File: src/design/macd_pkg.sv
// shared constants, types and cross codes for the moving average cross detector
`default_nettype none

package macd_pkg;

   // default window depths and price width
   localparam int SHORT_WINDOW_DEF = 5;
   localparam int LONG_WINDOW_DEF  = 10;
   localparam int PRICE_BITS_DEF   = 32;

   // fixed transaction field widths
   localparam int CLOSE_PRICE_BITS = 32;
   localparam int SHORT_SUM_BITS   = 35;
   localparam int LONG_SUM_BITS    = 36;

   // cross indication codes
   typedef enum logic [1:0] {
      CROSS_NONE   = 2'd0,
      CROSS_GOLDEN = 2'd1,
      CROSS_DEAD   = 2'd2
   } cross_type;

   // status of one price update, from the window unit to the cross logic
   typedef struct packed {
      logic ready;
      logic short_up;
      logic long_up;
      logic above_prev;
   } window_flags_type;

endpackage

`default_nettype wire

File: src/design/macd_if.sv
// valid/ready channel interfaces for price requests and cross responses
`default_nettype none

interface macd_req_if;
   logic                                  valid;
   logic                                  ready;
   logic [macd_pkg::CLOSE_PRICE_BITS-1:0] close_price;
   logic                                  restart;

   modport source (output valid, output close_price, output restart, input ready);
   modport sink   (input valid, input close_price, input restart, output ready);
endinterface

interface macd_rsp_if;
   logic                                valid;
   logic                                ready;
   logic                                ready_res;
   logic [1:0]                          cross_signal;
   logic [macd_pkg::SHORT_SUM_BITS-1:0] short_sum;
   logic [macd_pkg::LONG_SUM_BITS-1:0]  long_sum;

   modport source (output valid, output ready_res, output cross_signal,
                   output short_sum, output long_sum, input ready);
   modport sink   (input valid, input ready_res, input cross_signal,
                   input short_sum, input long_sum, output ready);
endinterface

`default_nettype wire

File: src/design/macd_window.sv
// price delay line, running window sums, sample count and previous above flag
`default_nettype none

module macd_window #(
   parameter int SHORT_WINDOW = macd_pkg::SHORT_WINDOW_DEF,
   parameter int LONG_WINDOW  = macd_pkg::LONG_WINDOW_DEF,
   parameter int PRICE_BITS   = macd_pkg::PRICE_BITS_DEF,
   localparam int SS_BITS     = PRICE_BITS + $clog2(SHORT_WINDOW + 1),
   localparam int LS_BITS     = PRICE_BITS + $clog2(LONG_WINDOW + 1)
) (
   input  wire logic                          clock,
   input  wire logic                          reset,
   input  wire logic                          update,
   input  wire logic [PRICE_BITS-1:0]         price,
   input  wire logic                          restart,
   input  wire logic                          above_now,
   output logic [SS_BITS-1:0]                 short_sum_next,
   output logic [LS_BITS-1:0]                 long_sum_next,
   output macd_pkg::window_flags_type         flags
);

   localparam int HIST_DEPTH  = (SHORT_WINDOW > LONG_WINDOW) ? SHORT_WINDOW : LONG_WINDOW;
   localparam int READY_COUNT = HIST_DEPTH + 1;
   localparam int CNT_BITS    = $clog2(READY_COUNT + 1);

   logic [PRICE_BITS-1:0] hist_ff [HIST_DEPTH];
   logic [SS_BITS-1:0]    short_sum_ff;
   logic [LS_BITS-1:0]    long_sum_ff;
   logic [CNT_BITS-1:0]   count_ff;
   logic                  above_ff;

   logic [SS_BITS-1:0]    short_base;
   logic [LS_BITS-1:0]    long_base;
   logic [PRICE_BITS-1:0] short_oldest;
   logic [PRICE_BITS-1:0] long_oldest;
   logic [CNT_BITS-1:0]   count_base;
   logic [CNT_BITS-1:0]   count_in;

   // a restart makes the item see a cleared series
   always_comb begin
      short_base   = restart ? '0 : short_sum_ff;
      long_base    = restart ? '0 : long_sum_ff;
      short_oldest = restart ? '0 : hist_ff[SHORT_WINDOW-1];
      long_oldest  = restart ? '0 : hist_ff[LONG_WINDOW-1];
      count_base   = restart ? '0 : count_ff;
   end

   // running sums: add the newest price, drop the one leaving the window
   always_comb begin
      short_sum_next = short_base - SS_BITS'(short_oldest) + SS_BITS'(price);
      long_sum_next  = long_base - LS_BITS'(long_oldest) + LS_BITS'(price);
   end

   // saturating sample count
   always_comb begin
      if (count_base < CNT_BITS'(READY_COUNT)) begin
         count_in = count_base + CNT_BITS'(1);
      end else begin
         count_in = count_base;
      end
   end

   // a sum rises exactly when the new price beats the one it replaces
   always_comb begin
      flags.ready      = (count_in == CNT_BITS'(READY_COUNT));
      flags.short_up   = (price > short_oldest);
      flags.long_up    = (price > long_oldest);
      flags.above_prev = restart ? 1'b0 : above_ff;
   end

   // state update per transaction
   always_ff @(posedge clock) begin
      if (reset) begin
         for (int k = 0; k < HIST_DEPTH; k++) begin
            hist_ff[k] <= '0;
         end
         short_sum_ff <= '0;
         long_sum_ff  <= '0;
         count_ff     <= '0;
         above_ff     <= 1'b0;
      end else if (update) begin
         hist_ff[0] <= price;
         for (int k = 1; k < HIST_DEPTH; k++) begin
            hist_ff[k] <= restart ? '0 : hist_ff[k-1];
         end
         short_sum_ff <= short_sum_next;
         long_sum_ff  <= long_sum_next;
         count_ff     <= count_in;
         above_ff     <= above_now;
      end
   end

endmodule

`default_nettype wire

File: src/design/macd_cross.sv
// average comparison by cross multiplication and golden/dead cross decision
`default_nettype none

module macd_cross #(
   parameter int SHORT_WINDOW = macd_pkg::SHORT_WINDOW_DEF,
   parameter int LONG_WINDOW  = macd_pkg::LONG_WINDOW_DEF,
   parameter int PRICE_BITS   = macd_pkg::PRICE_BITS_DEF,
   localparam int SS_BITS     = PRICE_BITS + $clog2(SHORT_WINDOW + 1),
   localparam int LS_BITS     = PRICE_BITS + $clog2(LONG_WINDOW + 1)
) (
   input  wire logic [SS_BITS-1:0]            short_sum,
   input  wire logic [LS_BITS-1:0]            long_sum,
   input  wire macd_pkg::window_flags_type    flags,
   output logic                               above_now,
   output macd_pkg::cross_type                cross_code
);

   localparam int PS_BITS   = SS_BITS + $clog2(LONG_WINDOW + 1);
   localparam int PL_BITS   = LS_BITS + $clog2(SHORT_WINDOW + 1);
   localparam int PROD_BITS = (PS_BITS > PL_BITS) ? PS_BITS : PL_BITS;

   logic [PROD_BITS-1:0] short_scaled;
   logic [PROD_BITS-1:0] long_scaled;

   // short average above long average without dividing
   always_comb begin
      short_scaled = PROD_BITS'(short_sum) * PROD_BITS'(LONG_WINDOW);
      long_scaled  = PROD_BITS'(long_sum) * PROD_BITS'(SHORT_WINDOW);
      above_now    = (short_scaled > long_scaled);
   end

   // cross decision, only once the series is long enough
   always_comb begin
      cross_code = macd_pkg::CROSS_NONE;
      if (flags.ready) begin
         if (above_now && !flags.above_prev && flags.short_up && flags.long_up) begin
            cross_code = macd_pkg::CROSS_GOLDEN;
         end else if (!above_now && flags.above_prev && !flags.short_up &&
                      !flags.long_up) begin
            cross_code = macd_pkg::CROSS_DEAD;
         end
      end
   end

endmodule

`default_nettype wire

File: src/design/moving_average_cross_detector.sv
// top level: input register, window update, cross decision and result register
//
// Moving average cross detector. Each request transaction on req_chan carries one
// closing price (unsigned ticks, low PRICE_BITS bits used) and a restart flag that
// begins a new series. Each request yields exactly one response transaction on
// rsp_chan with the 5-sample and 10-sample window sums, a ready flag (eleven or
// more prices in the series) and a cross code: none, golden cross or dead cross.
// A taken request loads the input register, and its result then the result
// register. Throughput: one transaction per cycle while rsp_chan.ready is
// high; the per-price window update is a single add/subtract pass plus a
// constant-multiply compare between the two registers.
// Reset clears the price history, sums, sample count and both valid flags.
// When the receiver stalls, the result register holds its response and the input
// register can still take one more request; after that req_chan.ready drops until
// the response is taken.
`default_nettype none

module moving_average_cross_detector #(
   parameter int SHORT_WINDOW = macd_pkg::SHORT_WINDOW_DEF,
   parameter int LONG_WINDOW  = macd_pkg::LONG_WINDOW_DEF,
   parameter int PRICE_BITS   = macd_pkg::PRICE_BITS_DEF
) (
   input  wire logic  clock,
   input  wire logic  reset,
   macd_req_if.sink   req_chan,
   macd_rsp_if.source rsp_chan
);

   localparam int SS_BITS  = PRICE_BITS + $clog2(SHORT_WINDOW + 1);
   localparam int LS_BITS  = PRICE_BITS + $clog2(LONG_WINDOW + 1);
   localparam int EXT_BITS = (PRICE_BITS > macd_pkg::CLOSE_PRICE_BITS) ?
                             PRICE_BITS : macd_pkg::CLOSE_PRICE_BITS;

   logic                  s1_valid_ff;
   logic                  s1_valid_in;
   logic [PRICE_BITS-1:0] s1_price_ff;
   logic                  s1_restart_ff;

   logic                                 rsp_valid_ff;
   logic                                 rsp_valid_in;
   logic                                 rsp_ready_res_ff;
   macd_pkg::cross_type                  rsp_cross_ff;
   logic [macd_pkg::SHORT_SUM_BITS-1:0]  rsp_short_sum_ff;
   logic [macd_pkg::LONG_SUM_BITS-1:0]   rsp_long_sum_ff;

   logic                       req_accept;
   logic                       advance;
   logic [EXT_BITS-1:0]        price_ext;
   logic [SS_BITS-1:0]         short_sum_next;
   logic [LS_BITS-1:0]         long_sum_next;
   logic                       above_now;
   macd_pkg::window_flags_type flags;
   macd_pkg::cross_type        cross_code;

   // handshake control
   assign advance          = s1_valid_ff && (!rsp_valid_ff || rsp_chan.ready);
   assign req_chan.ready   = !s1_valid_ff || advance;
   assign req_accept       = req_chan.valid && req_chan.ready;
   assign price_ext        = EXT_BITS'(req_chan.close_price);

   always_comb begin
      if (req_accept) begin
         s1_valid_in = 1'b1;
      end else if (advance) begin
         s1_valid_in = 1'b0;
      end else begin
         s1_valid_in = s1_valid_ff;
      end
   end

   always_comb begin
      if (advance) begin
         rsp_valid_in = 1'b1;
      end else if (rsp_chan.ready) begin
         rsp_valid_in = 1'b0;
      end else begin
         rsp_valid_in = rsp_valid_ff;
      end
   end

   // input register
   always_ff @(posedge clock) begin
      if (reset) begin
         s1_valid_ff <= 1'b0;
      end else begin
         s1_valid_ff <= s1_valid_in;
      end
   end

   always_ff @(posedge clock) begin
      if (req_accept) begin
         s1_price_ff   <= price_ext[PRICE_BITS-1:0];
         s1_restart_ff <= req_chan.restart;
      end
   end

   // window state and sums
   macd_window #(
      .SHORT_WINDOW (SHORT_WINDOW),
      .LONG_WINDOW  (LONG_WINDOW),
      .PRICE_BITS   (PRICE_BITS)
   ) u_window (
      .clock          (clock),
      .reset          (reset),
      .update         (advance),
      .price          (s1_price_ff),
      .restart        (s1_restart_ff),
      .above_now      (above_now),
      .short_sum_next (short_sum_next),
      .long_sum_next  (long_sum_next),
      .flags          (flags)
   );

   // cross decision
   macd_cross #(
      .SHORT_WINDOW (SHORT_WINDOW),
      .LONG_WINDOW  (LONG_WINDOW),
      .PRICE_BITS   (PRICE_BITS)
   ) u_cross (
      .short_sum  (short_sum_next),
      .long_sum   (long_sum_next),
      .flags      (flags),
      .above_now  (above_now),
      .cross_code (cross_code)
   );

   // result register
   always_ff @(posedge clock) begin
      if (reset) begin
         rsp_valid_ff <= 1'b0;
      end else begin
         rsp_valid_ff <= rsp_valid_in;
      end
   end

   always_ff @(posedge clock) begin
      if (advance) begin
         rsp_ready_res_ff <= flags.ready;
         rsp_cross_ff     <= cross_code;
         rsp_short_sum_ff <= macd_pkg::SHORT_SUM_BITS'(short_sum_next);
         rsp_long_sum_ff  <= macd_pkg::LONG_SUM_BITS'(long_sum_next);
      end
   end

   assign rsp_chan.valid        = rsp_valid_ff;
   assign rsp_chan.ready_res    = rsp_ready_res_ff;
   assign rsp_chan.cross_signal = rsp_cross_ff;
   assign rsp_chan.short_sum    = rsp_short_sum_ff;
   assign rsp_chan.long_sum     = rsp_long_sum_ff;

   // a cross is only ever reported on a ready series
   assert property (@(posedge clock) disable iff (reset)
      (rsp_valid_ff && (rsp_cross_ff != macd_pkg::CROSS_NONE)) |-> rsp_ready_res_ff)
      else $error("cross reported before series is ready");

   // a restarted series is never ready on its first price
   assert property (@(posedge clock) disable iff (reset)
      (advance && s1_restart_ff) |=> !rsp_ready_res_ff)
      else $error("ready flag set right after restart");

   // an accepted transaction always lands in the input register
   assert property (@(posedge clock) disable iff (reset)
      req_accept |=> s1_valid_ff)
      else $error("accepted transaction lost");

   // the input register is never overwritten while it still holds a transaction
   assert property (@(posedge clock) disable iff (reset)
      (s1_valid_ff && !advance) |-> !req_accept)
      else $error("input register overwritten");

endmodule

`default_nettype wire

File: src/flat_wrapper.sv
// flat-port wrapper written by rule: the top's interface ports become plain ports
module moving_average_cross_detector_flat 
#(
   parameter int SHORT_WINDOW = macd_pkg::SHORT_WINDOW_DEF,
   parameter int LONG_WINDOW  = macd_pkg::LONG_WINDOW_DEF,
   parameter int PRICE_BITS   = macd_pkg::PRICE_BITS_DEF
)
  (clock, reset, req_chan_valid, req_chan_close_price, req_chan_restart, req_chan_ready, rsp_chan_valid, rsp_chan_ready_res, rsp_chan_cross_signal, rsp_chan_short_sum, rsp_chan_long_sum, rsp_chan_ready);
  macd_req_if req_chan_i ();
  macd_rsp_if rsp_chan_i ();
  input  wire logic clock;
  input  wire logic reset;
  input wire logic [$bits(req_chan_i.valid)-1:0] req_chan_valid;
  input wire logic [$bits(req_chan_i.close_price)-1:0] req_chan_close_price;
  input wire logic [$bits(req_chan_i.restart)-1:0] req_chan_restart;
  output wire logic [$bits(req_chan_i.ready)-1:0] req_chan_ready;
  output wire logic [$bits(rsp_chan_i.valid)-1:0] rsp_chan_valid;
  output wire logic [$bits(rsp_chan_i.ready_res)-1:0] rsp_chan_ready_res;
  output wire logic [$bits(rsp_chan_i.cross_signal)-1:0] rsp_chan_cross_signal;
  output wire logic [$bits(rsp_chan_i.short_sum)-1:0] rsp_chan_short_sum;
  output wire logic [$bits(rsp_chan_i.long_sum)-1:0] rsp_chan_long_sum;
  input wire logic [$bits(rsp_chan_i.ready)-1:0] rsp_chan_ready;
  assign req_chan_i.valid = req_chan_valid;
  assign req_chan_i.close_price = req_chan_close_price;
  assign req_chan_i.restart = req_chan_restart;
  assign req_chan_ready = req_chan_i.ready;
  assign rsp_chan_valid = rsp_chan_i.valid;
  assign rsp_chan_ready_res = rsp_chan_i.ready_res;
  assign rsp_chan_cross_signal = rsp_chan_i.cross_signal;
  assign rsp_chan_short_sum = rsp_chan_i.short_sum;
  assign rsp_chan_long_sum = rsp_chan_i.long_sum;
  assign rsp_chan_i.ready = rsp_chan_ready;
  moving_average_cross_detector #(.SHORT_WINDOW(SHORT_WINDOW), .LONG_WINDOW(LONG_WINDOW), .PRICE_BITS(PRICE_BITS)) u_core (.clock(clock), .reset(reset), .req_chan(req_chan_i), .rsp_chan(rsp_chan_i));
endmodule
File: config.mk
export PLATFORM = sky130hd
export DESIGN_NAME = moving_average_cross_detector_flat
export DESIGN_NICKNAME = d
export VERILOG_FILES = /design/src/design/macd_pkg.sv /design/src/design/macd_if.sv /design/src/design/macd_window.sv /design/src/design/macd_cross.sv /design/src/design/moving_average_cross_detector.sv /design/src/flat_wrapper.sv
export SDC_FILE = /design/constraint.sdc
export NUM_CORES = 1
export LEC_CHECK = 0
export BUFFER_PORTS_ARGS = -buffer_cell sky130_fd_sc_hd__clkbuf_2
export CORE_ASPECT_RATIO = 0.75
export CORE_MARGIN = 1.5
export CORE_UTILIZATION = 35
export CTS_CLUSTER_SIZE = 28
export DETAILED_ROUTE_END_ITERATION = 6
export GPL_ROUTABILITY_DRIVEN = 0
export GPL_TIMING_DRIVEN = 0
export PLACE_DENSITY = 0.53
export SETUP_SLACK_MARGIN = 0.3
export SYNTH_ARGS = -nofsm -noshare
export SYNTH_HDL_FRONTEND = slang
export SYNTH_HIERARCHICAL = 1
export SYNTH_SLANG_ARGS = --single-unit
File: constraint.sdc
create_clock -name clock -period 18.1 [get_ports clock]
set_input_delay 0.905 -clock clock [delete_from_list [all_inputs] [get_ports clock]]
set_output_delay 0.905 -clock clock [all_outputs]
set_load 0.005 [all_outputs]
==> results.cfg <==
[status]
status = finished clean

[floorplanning]
rows = 95
ioPinCount = 113
die_w_um = 350
core_um2 = 89500
die_area_um2 = 92000
die_h_um = 263
initial_core_util_pct = 35.3

[global_routing]
gr-total-overflow = 0
grt_usage_pct = 19.7
grt_max_degree = 127
grt_pass1_vias = 21069
antenna_found_initial = 3
grt_pass1_wl_um = 136000

[worst_setup_path]
crit_family = simple AND/OR/NAND/NOR gates
path_class = register to register
crit_buf_inv = 6
end_kind = register
cp.required_ns = 18.40
r2r_slack_ns = 6.27
r2r-start = u_core/s1_restart_ff
crit_fanout = 10
setup.worst_path.start_class = register
cp_num_cells = 33
crit_path_top_delay_cell = nor4b_1
cp_common_cell = ha_1
worstReg2RegEnd = u_core/rsp_chan.cross_signal[0]
r2r.worst_path.cells = 33
arrival_ns = 12.13
critPathMaxStageDelay_ns = 0.94

[timing]
finClkSkew_ns = 0.0252
tightest_slew_ns = 1.19
slew_headroom_pct = 20.3
fmax_mhz = 84.6
rsz0062_at_grt = false
fin_crit_ns = 11.83
drv_slew = 0
hold_viol = 0
final-setup-viol-count = 0
tns_ns = 0
period_share_pct = 65.3

[power]
p_sw_share_pct = 46.4
p_int_mw = 3.74
power_density_nw_per_um2 = 197
share_comb_of_total_power_pct = 63.9
switching_power_mw = 3.24
seq_power_share_pct = 20.6
ir_drop_mv = 0.202
pwr-share-clk_pct = 15.6
p_leak_nw = 16.2

[yosys]
synth_most_common_cell = edfxtp_1
synth_edf_count = 427
ys_types = 104
syn-cell-area_um2 = 31600
synth_cells = 2967
syn_nets = 3378
ys_async_sr_fraction_pct = 0
synth_flop_cell = edfxtp_1
ys_seq_elements = 505
synth.top_cell.area_share_pct = 40.6
ys_top_cells_by_count = edfxtp_1, ha_1, and3_1
ys_warn_count = 6
syn_area_per_cell_um2 = 10.6
yosysTopAreaCell = edfxtp_1
synth-seq-area-share_pct = 45.6
synth.area.top_cells = edfxtp_1, ha_1, and3_1

[worst_hold_path]
hold_path.class = primary input to register
min_path_cells = 1
holdPathEnd = u_core/s1_price_ff[10]
hold_start = req_chan_close_price[10]

[clock_network]
postCtsSetupBuffers = 0
holdBufCountCts = 0
cts_tree = yes
cts_root_buf = clkbuf_16
cts_buffers = 53
cts_buffer_depth = 3
cts_sinks = 505
ctsHtreeMaxLevel = 2
clk_pin_slew_ns = 0.06
cts_resized = 0
insertion_delay_ns = 0.64

[final_layout]
fin_util_pct = 39.6
regArea_um2 = 14400
multi_input_area_um2 = 15600
layout.nets = 3548
drive_gt1_share_pct = 8.37
fillCellCount = 8805
syn2layout_area_growth_pct = 12.3

[job]
cap_violations = 0

[drt]
avgViaCountPerCell = 5.26
routed_wl_um = 91200
drt-initial-drc-count = 2570
drc = 0
num_vias = 23098
drt.antenna.violating_nets = 0
first_pass_iters = 6
routedWlPerCell_um = 20.8

[placed_design]
dp_hpwl_um = 70900
numPortBuffers = 112
[power by group through the flow]
stage,Combinational [mW],Sequential [mW],Clock [mW]
after floorplan,3.27,1.46,0
after global placement,4.34,1.48,0
after detailed placement,4.35,1.46,0
after CTS,4.39,1.44,1.12
after global routing,4.97,1.44,1.16
final,4.46,1.43,1.09
[stage by stage]
| stage | area (um^2) | hold WS (ns) | setup WS [ns] | instances | power (mW) |
|---|---|---|---|---|---|
| 6_report | 35400 | 0.446 | 6.27 | 4394 | 6.98 |
| 4_1_cts | 35400 | 0.410 | 6.67 | 4390 | 6.95 |
| 5_1_grt | 35400 | 0.407 | 5.87 | 4390 | 7.58 |
| 3_3_place_gp | 33600 | 0.464 | 4.91 | 4291 | 5.82 |
| 3_5_place_dp | 33700 | 0.465 | 6.74 | 4294 | 5.81 |
| 2_1_floorplan | 31600 | 0.443 | 8.79 | 2967 | 4.73 |
[registers in the layout (all words and copies together), names as in the netlist]
signal,count
u_core/rsp_chan.cross_signal,2
u_core/rsp_chan.long_sum,36
u_core/rsp_chan.ready_res,1
u_core/rsp_chan.short_sum,35
u_core/rsp_chan.valid,1
u_core/s1_price_ff,32
u_core/s1_restart_ff,1
u_core/s1_valid_ff,1
u_core/u_window/above_ff,1
u_core/u_window/count_ff,4
u_core/u_window/hist_ff,320
u_core/u_window/long_sum_ff,36
u_core/u_window/short_sum_ff,35
[layer usage]
| metal | share of wire [%] | vias to the layer above | global-route usage (%) | wire length, um |
|---|---|---|---|---|
| li1 | - | 11113 | - | - |
| met1 | 52 | 11177 | 32.8 | 47500 |
| met2 | 39 | 742 | 26.5 | 35600 |
| met3 | 7.7 | 66 | 3.07 | 7060 |
| met4 | 1.1 | 0 | 2.68 | 1030 |
| met5 | 0 | - | 0 | 0 |
[placed cells by master (no fill, tap or decap), drive strengths merged, types with 10 or more instances in the layout]
cell,instances
a22o,28
clkbuf,305
o211ai,18
nand2b,20
clkinv,20
a211oi,23
o21ai,95
ha,308
nand2,231
o21bai,18
buf,26
nor3,20
xor2,49
fa,66
nor2b,35
and2,10
nor2,162
nand4,53
a21o,96
nand3,38
xnor2,74
o21a,22
inv,270
o31ai,16
a31oi,22
a21oi,167
edfxtp,427
dfxtp,78
and3,306
mux2i,42
[cells by family (layout without fill, tap and decap cells)]
| logic type | after synthesis | in the layout | share of synthesized area, % |
|---|---|---|---|
| muxes | 43 | 43 | 1.38 |
| AOI/OAI and AO/OA | 584 | 584 | 13.0 |
| adders and majority gates | 374 | 374 | 16.4 |
| other | 0 | 4 | 0 |
| xor gates and xnor gates | 123 | 123 | 3.41 |
| buffers and inverters | 419 | 630 | 5.09 |
| DFF | 505 | 505 | 45.6 |
| and+or+nand+nor | 919 | 919 | 15.2 |
[worst max-delay path by stage]
| stage | end | startpoint |
|---|---|---|
| after floorplan | u_core/u_window/hist_ff[0][0] | rsp_chan_ready |
| after global placement | u_core/u_window/hist_ff[0][286] | rsp_chan_ready |
| after detailed placement | u_core/rsp_chan.cross_signal[0] | u_core/s1_restart_ff |
| after CTS | u_core/rsp_chan.cross_signal[0] | u_core/s1_restart_ff |
| after global routing | u_core/rsp_chan.cross_signal[0] | u_core/s1_restart_ff |
| final | u_core/rsp_chan.cross_signal[0] | u_core/s1_restart_ff |
[area by class of cell]
class,instances,share of cell area (%)
buffer,150,1.68
antenna,4,0.0283
inverter,269,2.87
clock buffer,66,3.91
multi-input combinational,2043,43.9
sequential,505,40.6
clock inverter,30,0.869
timing repair buffer,115,1.82
tap,1212,4.28
No activity file was read; power rests on OpenSTA's default activity.
